--- src/hw/rtl/assert_macros.svh ---
// Assertion macros used by the filter top level.
`ifndef ASSERT_MACROS_SVH
`define ASSERT_MACROS_SVH

// Check on every clock edge outside reset.
`define ASSERT_CLK(lbl, prop, msg) \
	lbl: assert property (@(posedge clk) disable iff (!arst_n) prop) else $error(msg);

// Check on every clock edge, reset included.
`define ASSERT_ANY(lbl, prop, msg) \
	lbl: assert property (@(posedge clk) prop) else $error(msg);

`endif

--- src/hw/rtl/rmf_pkg.sv ---
// Shared types for the running median filter.
package rmf_pkg;

	// Flags one cell hands to the next one up the sorted row.
	typedef struct packed {
		logic present;    // entry left here after removal exists
		logic not_above;  // that entry is not greater than the new sample
	} rmf_tag_t;

endpackage

--- src/hw/rtl/rmf_cell.sv ---
// One cell of the filter row: one sorted entry and one arrival entry.
module rmf_cell #(
	parameter int SAMPLE_WIDTH = 16
) (
	input  logic                           clk,
	input  logic                           arst_n,
	input  logic                           adv,
	input  logic signed [SAMPLE_WIDTH-1:0] fresh,
	input  logic signed [SAMPLE_WIDTH-1:0] stale,
	input  logic signed [SAMPLE_WIDTH-1:0] arr_in,
	output logic signed [SAMPLE_WIDTH-1:0] arr_o,
	input  logic signed [SAMPLE_WIDTH-1:0] next_val,
	input  logic                           next_present,
	input  logic signed [SAMPLE_WIDTH-1:0] prev_t,
	input  rmf_pkg::rmf_tag_t              prev_tag,
	output logic signed [SAMPLE_WIDTH-1:0] t_o,
	output rmf_pkg::rmf_tag_t              tag_o,
	output logic signed [SAMPLE_WIDTH-1:0] val_o,
	output logic signed [SAMPLE_WIDTH-1:0] upd_o
);
	import rmf_pkg::*;

	logic signed [SAMPLE_WIDTH-1:0] val_q;
	logic signed [SAMPLE_WIDTH-1:0] arr_q;
	logic                           below;

	// Removal: entries below the departing value stay, the rest close up.
	assign below         = val_q < stale;
	assign t_o           = below ? val_q : next_val;
	assign tag_o.present = below | next_present;
	assign tag_o.not_above = tag_o.present && (t_o <= fresh);

	// Insertion after every entry not greater than the new sample.
	always_comb begin
		if (tag_o.not_above) begin
			upd_o = t_o;
		end else if (prev_tag.not_above || !prev_tag.present) begin
			upd_o = fresh;
		end else begin
			upd_o = prev_t;
		end
	end

	always_ff @(posedge clk or negedge arst_n) begin
		if (!arst_n) begin
			val_q <= '0;
			arr_q <= '0;
		end else if (adv) begin
			val_q <= upd_o;
			arr_q <= arr_in;
		end
	end

	assign val_o = val_q;
	assign arr_o = arr_q;

endmodule

--- src/hw/rtl/running_median_filter.sv ---
// Top level of the running median filter: a row of sort cells and an output register.
// Sliding-window median of signed samples. Every accepted sample beat produces one median
// beat: the middle entry (index WINDOW_LENGTH/2, the upper median for an even window) of
// the last WINDOW_LENGTH samples. After reset the window holds zeros, and those zeros count
// as samples until the window has filled. The design is a row of WINDOW_LENGTH identical
// cells; cell k holds the k-th smallest value and the k-th newest sample. On each accepted
// beat the row drops the departing (oldest) value: each cell at or above it takes its upper
// neighbour's entry, then opens a gap for the new sample after all entries not greater than
// it. The result lands in an output register in the cycle after acceptance. Throughput is one
// sample per clock: a new beat is taken whenever the output register is empty or is being
// drained in the same cycle.
module running_median_filter #(
	parameter int WINDOW_LENGTH = 5,
	parameter int SAMPLE_WIDTH  = 16
) (
	input  logic                           clk,
	input  logic                           arst_n,
	input  logic                           in_valid,
	output logic                           in_ready,
	input  logic signed [SAMPLE_WIDTH-1:0] sample,
	output logic                           out_valid,
	input  logic                           out_ready,
	output logic signed [SAMPLE_WIDTH-1:0] median
);
	import rmf_pkg::*;

	`include "assert_macros.svh"

	localparam int MID = WINDOW_LENGTH / 2;

	logic                           accept;
	logic                           out_valid_q;
	logic signed [SAMPLE_WIDTH-1:0] median_q;

	// Per-cell links of the row.
	logic signed [SAMPLE_WIDTH-1:0] arr_w   [WINDOW_LENGTH];
	logic signed [SAMPLE_WIDTH-1:0] val_w   [WINDOW_LENGTH];
	logic signed [SAMPLE_WIDTH-1:0] t_w     [WINDOW_LENGTH];
	logic signed [SAMPLE_WIDTH-1:0] upd_w   [WINDOW_LENGTH];
	rmf_tag_t                       tag_w   [WINDOW_LENGTH];
	logic signed [SAMPLE_WIDTH-1:0] stale;

	// Take a beat when the output register is free or drains this cycle.
	assign in_ready = !out_valid_q || out_ready;
	assign accept   = in_valid && in_ready;

	// The newest sample sits in cell 0; the oldest leaves from the top cell.
	assign stale = arr_w[WINDOW_LENGTH-1];

	for (genvar k = 0; k < WINDOW_LENGTH; k++) begin : g_cell
		logic signed [SAMPLE_WIDTH-1:0] arr_in;
		logic signed [SAMPLE_WIDTH-1:0] next_val;
		logic                           next_present;
		logic signed [SAMPLE_WIDTH-1:0] prev_t;
		rmf_tag_t                       prev_tag;

		if (k == 0) begin : g_head
			// Bottom cell: nothing below, so the new sample may go here.
			assign arr_in           = sample;
			assign prev_t           = sample;
			assign prev_tag.present = 1'b0;
			assign prev_tag.not_above = 1'b1;
		end else begin : g_body
			assign arr_in   = arr_w[k-1];
			assign prev_t   = t_w[k-1];
			assign prev_tag = tag_w[k-1];
		end

		if (k == WINDOW_LENGTH - 1) begin : g_tail
			// Top cell: no entry above to close up the gap.
			assign next_val     = val_w[k];
			assign next_present = 1'b0;
		end else begin : g_inner
			assign next_val     = val_w[k+1];
			assign next_present = 1'b1;
		end

		rmf_cell #(
			.SAMPLE_WIDTH(SAMPLE_WIDTH)
		) u_cell (
			.clk         (clk),
			.arst_n      (arst_n),
			.adv         (accept),
			.fresh       (sample),
			.stale       (stale),
			.arr_in      (arr_in),
			.arr_o       (arr_w[k]),
			.next_val    (next_val),
			.next_present(next_present),
			.prev_t      (prev_t),
			.prev_tag    (prev_tag),
			.t_o         (t_w[k]),
			.tag_o       (tag_w[k]),
			.val_o       (val_w[k]),
			.upd_o       (upd_w[k])
		);
	end

	// Output register: hold the median until the sink takes it.
	always_ff @(posedge clk or negedge arst_n) begin
		if (!arst_n) begin
			out_valid_q <= 1'b0;
		end else if (accept) begin
			out_valid_q <= 1'b1;
		end else if (out_ready) begin
			out_valid_q <= 1'b0;
		end
	end

	always_ff @(posedge clk) begin
		if (accept) begin
			median_q <= upd_w[MID];
		end
	end

	assign out_valid = out_valid_q;
	assign median    = median_q;

	// The sorted row must stay in ascending order.
	for (genvar k = 0; k < WINDOW_LENGTH - 1; k++) begin : g_chk
		`ASSERT_CLK(a_row_sorted, val_w[k] <= val_w[k+1], "sorted row out of order")
	end

	// Every accepted beat leaves a result waiting in the next cycle.
	`ASSERT_CLK(a_accept_gives_result, accept |=> out_valid, "accepted beat without result")

	// No result is offered while reset is applied.
	`ASSERT_ANY(a_reset_quiet, !arst_n |-> !out_valid, "result offered in reset")

endmodule

--- config.mk ---
export PLATFORM = sky130hd
export DESIGN_NAME = running_median_filter
export DESIGN_NICKNAME = d
export VERILOG_FILES = /design/src/hw/rtl/rmf_pkg.sv /design/src/hw/rtl/rmf_cell.sv /design/src/hw/rtl/running_median_filter.sv
export VERILOG_INCLUDE_DIRS = /design/src /design/src/hw/rtl
export SDC_FILE = /design/constraint.sdc
export NUM_CORES = 1
export LEC_CHECK = 0
export BUFFER_PORTS_ARGS = -buffer_cell sky130_fd_sc_hd__buf_2
export CAP_MARGIN = 20
export CELL_PAD_IN_SITES_DETAIL_PLACEMENT = 1
export CELL_PAD_IN_SITES_GLOBAL_PLACEMENT = 2
export CORE_MARGIN = 8
export CORE_UTILIZATION = 36
export CTS_CLUSTER_SIZE = 14
export DETAILED_ROUTE_END_ITERATION = 16
export PLACE_DENSITY_LB_ADDON = 0.1
export REMOVE_ABC_BUFFERS = 1
export SLEW_MARGIN = 30
export SYNTH_ARGS = -nofsm -noshare
export SYNTH_HDL_FRONTEND = slang
export SYNTH_SLANG_ARGS = --single-unit
--- constraint.sdc ---
create_clock -name clk -period 4.5 [get_ports clk]
set_clock_uncertainty 0.1 [all_clocks]
set_input_delay 0.225 -clock clk [delete_from_list [all_inputs] [get_ports clk]]
set_output_delay 0.225 -clock clk [all_outputs]
set_load 0.03 [all_outputs]
---- Yosys cells after proc, flatten, opt, wreduce, memory -nomap -nowiden ----
Cells that the tools add are included.
word-level totals
  logic and storage cells ................. 43
  register bits after elaboration ......... 177
  output and inout bits ................... 18
operators by class
  reduce and logical (&&, ||, !) cells .... 6
  bitwise operators ....................... 1
  magnitude comparators ................... 10
  mux-type cells .......................... 14
operators by type and width
  kind                 number
  $mux W16             12
  $le A16 B16 Y1       5
  $lt A16 B16 Y1       5
  $logic_and A1 B1 Y1  2
  $mux W1              2
  $reduce_and A2 Y1    1
  $reduce_bool A2 Y1   1
  $logic_not A1 Y1     1
  $logic_or A1 B1 Y1   1
  $not A1 Y1           1

---- Logic depth before layout (Yosys ltp) ----
  word-level depth ........................ 5
  depth in mapped cells ................... 20
  mapped depth without buffers ............ 17

---- By module ----
Synthesis repeated with hierarchy kept, for this count alone.
unflattened totals
  cell total of the unflattened synthesis .. 1881
  area total of the unflattened synthesis .. 15760.1 µm²
by module, submodules not included
  module                            sequential area each (µm²)  times used  area an instance (µm²)  cells an instance
  rmf_cell at g_cell[1].u_cell ...  800.8                       3           3011.6                  367
  rmf_cell at g_cell[0].u_cell      800.8                       1           3231.8                  398
  rmf_cell at g_cell[4].u_cell      800.8                       1           2951.6                  360
  running_median_filter             505.5                       1           541.8                   22

---- Worst setup path after synthesis ----
Ideal clock, no wire load.
  path type ............................... reg-to-reg
  from .................................... reg g_cell[4].u_cell.arr_q[9]
  to ...................................... reg median_q[0], in the netlist median[0] (data pin)
  cell stages (with the launch flop) ...... 21
  library setup time ...................... 0.267 ns
  data arrival time ....................... 4.190 ns
  slack ................................... -0.058 ns
  cell sequence ........................... dfrtp_1 > inv_1 > ha_1 > a21o_1 > a21o_1 > a21oi_1 > a21oi_1 > o21ai_2 > buf_2 > mux2i_1 > inv_1 > ha_1 > nand4_1 > or3_1 > a21o_1 > and4b_1 > or2_1 > buf_4 > buf_2 > o21ai_0 > o22ai_1
on the way
  cells in the longest elaborated chain, start to end .. 5
ends and longest elaborated chain
  what                                 RTL line                      text
  start, declared                      rmf_cell.sv:24                logic signed [SAMPLE_WIDTH-1:0] arr_q;
  start signal, assigned               rmf_cell.sv:50                arr_q <= arr_in;
  $lt A16 B16 Y1                       rmf_cell.sv:28                assign below = val_q < stale;
  $mux W16                             rmf_cell.sv:29                assign t_o = below ? val_q : next_val;
  $le A16 B16 Y1                       rmf_cell.sv:31                assign tag_o.not_above = tag_o.present && (t_o <= fresh);
  $mux W16                             rmf_cell.sv:37                end else if (prev_tag.not_above || !prev_tag.present) begin
  $mux W16 *                           rmf_cell.sv:35                if (tag_o.not_above) begin
  named net g_cell[2].u_cell.upd_o[0]  rmf_cell.sv:19                output logic signed [SAMPLE_WIDTH-1:0] upd_o
  end signal, assigned                 running_median_filter.sv:112  median_q <= upd_w[MID];
  end, declared                        running_median_filter.sv:33   logic signed [SAMPLE_WIDTH-1:0] median_q;
Mark *: on every way through the listed nets, which the timed path passes. The rest lies on a longest branch.
A chain may end at the register's enable or synchronous reset.

---- Final worst setup path ----
  from .................................... reg g_cell[4].u_cell.arr_q[9]
  to ...................................... reg g_cell[4].u_cell.val_q[1]
on the way
  cells in the longest elaborated chain, start to end .. 4
ends and longest elaborated chain
  what                                                    RTL line                        text
  $lt A16 B16 Y1                                          rmf_cell.sv:28
  $mux W16 / $logic_and A1 B1 Y1 (equally long branches)  rmf_cell.sv:29, rmf_cell.sv:31
  $le A16 B16 Y1 / $not A1 Y1 (equally long branches)     -
  $mux W16 / $reduce_and A2 Y1 (equally long branches)    -
  end signal, assigned                                    rmf_cell.sv:49                  val_q <= upd_o;
  end, declared                                           rmf_cell.sv:23                  logic signed [SAMPLE_WIDTH-1:0] val_q;
Parallel ways exist; a longest one is shown, timed or not.

==> impl_metrics.env <==
export IMPL_status="complete, but fails checks"
export IMPL_violations="negative setup slack"
export IMPL_yosysWarningCount=0
export IMPL_gp_congestion=0.8728
export IMPL_cp_start_kind="flop"
export IMPL_syn_area_sq_um=13500
export IMPL_initial_core_util=0.3619
export IMPL_tightest_slew_ps=793.6
export IMPL_seq_area_frac_synth=0.3340
export IMPL_min_path_type="input pin to flop"
export IMPL_finalCoreUtilization=0.5263
export IMPL_placed_area_sq_um=16220
export IMPL_worstPathMaxFanout=8
export IMPL_fmax_mhz=215.4
export IMPL_die_h_um=209.7
export IMPL_stdcell_area_sq_um=19640
export IMPL_path_clk_slew_ps=70
export IMPL_hpwl_mm=42.43
export IMPL_core_sq_um=37310
export IMPL_grt_usage=0.2598
export IMPL_multi_input_area_sq_um=9991
export IMPL_min_period_over_period=1.032
export IMPL_grt_pass1_wl_mm=87.47
export IMPL_drt_pre_antenna_iters=7
export IMPL_cts_root_buf="clkbuf_16"
export IMPL_diodes=0
export IMPL_drv_cap=0
export IMPL_dieArea_sq_um=43960
export IMPL_vias_per_cell=5.846
export IMPL_cts_htree_levels=4
export IMPL_setup_viol=61
export IMPL_clock_sinks=177
export IMPL_register_area_sq_um=4509
export IMPL_ys_ff_latch=177
export IMPL_syn_inst=1564
export IMPL_ys_flop_type="dfrtp_1"
export IMPL_row_count=71
export IMPL_drive_above_1_share=0.3650
export IMPL_wire_per_inst_um=25.58
export IMPL_vias=13980
export IMPL_setup_tns_ps=-3836
export IMPL_setup_ws_ps=-142.2
export IMPL_layout_min_cycle_time_ps=4642
export IMPL_drv_slew=0
export IMPL_rsz0062_at_grt="true"
export IMPL_critPathCaptureType="flop"
export IMPL_nNetsFinal=2080
export IMPL_hold_slack_ps=30.39
export IMPL_chipWidth_um=209.7
export IMPL_grt_antenna_before_repair=0
export IMPL_relSlewSlack=0.4709
export IMPL_area_growth_syn_to_layout_pct=45.41
export IMPL_ant_nets=0
export IMPL_synth_cell_type_count=74
export IMPL_numCtsBuffers=17
export IMPL_clock_latency_ps=470
export IMPL_grt_remaining_overflow=0
export IMPL_dr_first_iter_drc_count=793
export IMPL_port_buffers=37
export IMPL_num_fill_cells=4188
export IMPL_synth_edff_count=16
export IMPL_synthArstFlopShare=0.9096
export IMPL_cts_max_path_buffers=2
export IMPL_drc=0
export IMPL_critPathRequiredTime_ps=4750
export IMPL_pin_count=38
export IMPL_grt_max_degree=99
export IMPL_timing_final_hold_violations=0
export IMPL_grt_pass1_vias=14490
export IMPL_arrival_ps=4890
export IMPL_path_class="flop to flop"
export IMPL_routed_wl_mm=61.18
export IMPL_cts_tree="done"
export IMPL_syn_avg_cell_area_sq_um=8.634
## metrics by stage
step                      std cells  setup WS (ps)
after floorplan                1474          -1739
after global placement         2265         -324.6
after detailed placement       2265         -322.5
after CTS                      2341         -98.01
after global routing           2392         -277.0
final                          2392         -142.2
## worst max-delay path, stage by stage, from the launching register on
cell and delay [ps]:
dfrtp_1 340, inv_2 60, buf_6 130, ha_4 270, nand2_4 70, a211o_1 350, o311a_4 350, a21oi_4 200
buf_12 160, mux2_4 310, ha_1 320, and4_4 250, nand3_4 110, a211o_1 330, a31oi_2 200, and2_4 220
buf_12 160, mux2_4 310, mux2_4 260
## path summary, 6_finish.rpt
kind | from | endpoint | slack [ps] | cells after the start
setup / recovery | g_cell[4].u_cell.arr_o[9] | g_cell[4].u_cell.val_o[1] | -140 | 18
setup reg to reg | g_cell[4].u_cell.arr_o[9] | g_cell[4].u_cell.val_o[1] | -140 | 18
hold reg to reg | g_cell[0].u_cell.arr_o[6] | g_cell[1].u_cell.arr_o[6] | 370 | 2
hold / removal | out_ready | out_valid | 30 | 3
min in group asynchronous | arst_n | g_cell[0].u_cell.val_o[8] | 150 | 2
max in group asynchronous | arst_n | g_cell[4].u_cell.arr_o[6] | 2820 | 4
## state kept, by name (all words and copies together) (netlist names)
name / flops
g_cell.u_cell.arr_o: 80
g_cell.u_cell.val_o: 80
median: 16
out_valid: 1
## layer usage
| layer | GRT usage | vias to the layer above | routed length (um) |
|---|---|---|---|
| met5 | 0 | - | 0 |
| met1 | 0.3274 | 7027 | 27060 |
| met2 | 0.4368 | 326 | 29110 |
| li1 | - | 6504 | - |
| met4 | 0.1166 | 0 | 2805 |
| met3 | 0.03699 | 126 | 2199 |
## timing repair
| item | 4_1_cts | 5_1_grt |
|---|---|---|
| cloned | 8 | 7 |
| hold buffers | 2 | 0 |
| gates resized for setup | 116 | 268 |
| endpoints found under the setup margin | 79 | 96 |
| pin swaps | 43 | 128 |
| buffers inserted | 34 | 49 |
| hold endpoints to repair | 97 | 0 |
## cells by family after synthesis
logic type,after synthesis,share of synthesized area
flops,177,0.3340
simple gates,537,0.1779
buf+inv,147,0.04531
mux,64,0.05411
fa+ha+maj,155,0.1436
compound gates,484,0.2451
## layout make-up
cell class / instances / share of cell area
clock buffer: 19 / 0.02205
clock inverter: 13 / 0.006946
inverter: 57 / 0.01102
multi-input combinational: 1241 / 0.5088
sequential: 177 / 0.2297
tap: 474 / 0.03020
timing repair buffer: 411 / 0.1913
## cells in the final DEF, fill, tap and decap left out, types with 12 or more instances in the layout
cell	count
nand2_1	304
buf_4	295
dfrtp_1	161
ha_1	122
o21ai_0	109
o21ai_1	59
a21oi_1	52
inv_1	45
o211ai_1	44
nor2_1	40
buf_2	36
mux2_4	34
a21o_1	32
ha_4	32
buf_6	31
buf_12	28
nor4_1	24
clkbuf_16	23
nand4_1	21
nor2_4	21
nand3_1	20
nor3_1	18
o211a_1	18
a211oi_2	16
or3_1	16
edfxtp_1	16
o2111a_1	15
o2111ai_1	13
o2bb2ai_2	13
o21ai_2	12
a21oi_2	12
nor2_2	12
## synthesized netlist by cell type (all sizes together), types with 15 or more instances
library cell  count  area [sq um]
mux2i            19         190.2
o2111ai          19         172.7
nor4             33         206.5
o2bb2ai          15         131.4
a211oi           21         172.7
ha              155          1939
nor3             18         90.09
mux2             45         540.5
nand4            21         131.4
dfrtp           161          4029
o2111a           16         180.2
nand3            21         105.1
o211ai           44         330.3
clkbuf           59         221.5
or3              18         117.6
o21ai           181         909.6
o211a            18         180.2
a21o             32         240.2
o32ai            16         147.7
buf              31         176.4
nor2             73         289.0
inv              57         214.0
a32oi            15         131.4
a21oi            67         350.3
edfxtp           16         480.5
nand2           308          1159
Power is left out: the tool's default activity adds up to more than one toggle a clock period on the data nets, which glitch-free logic cannot reach.
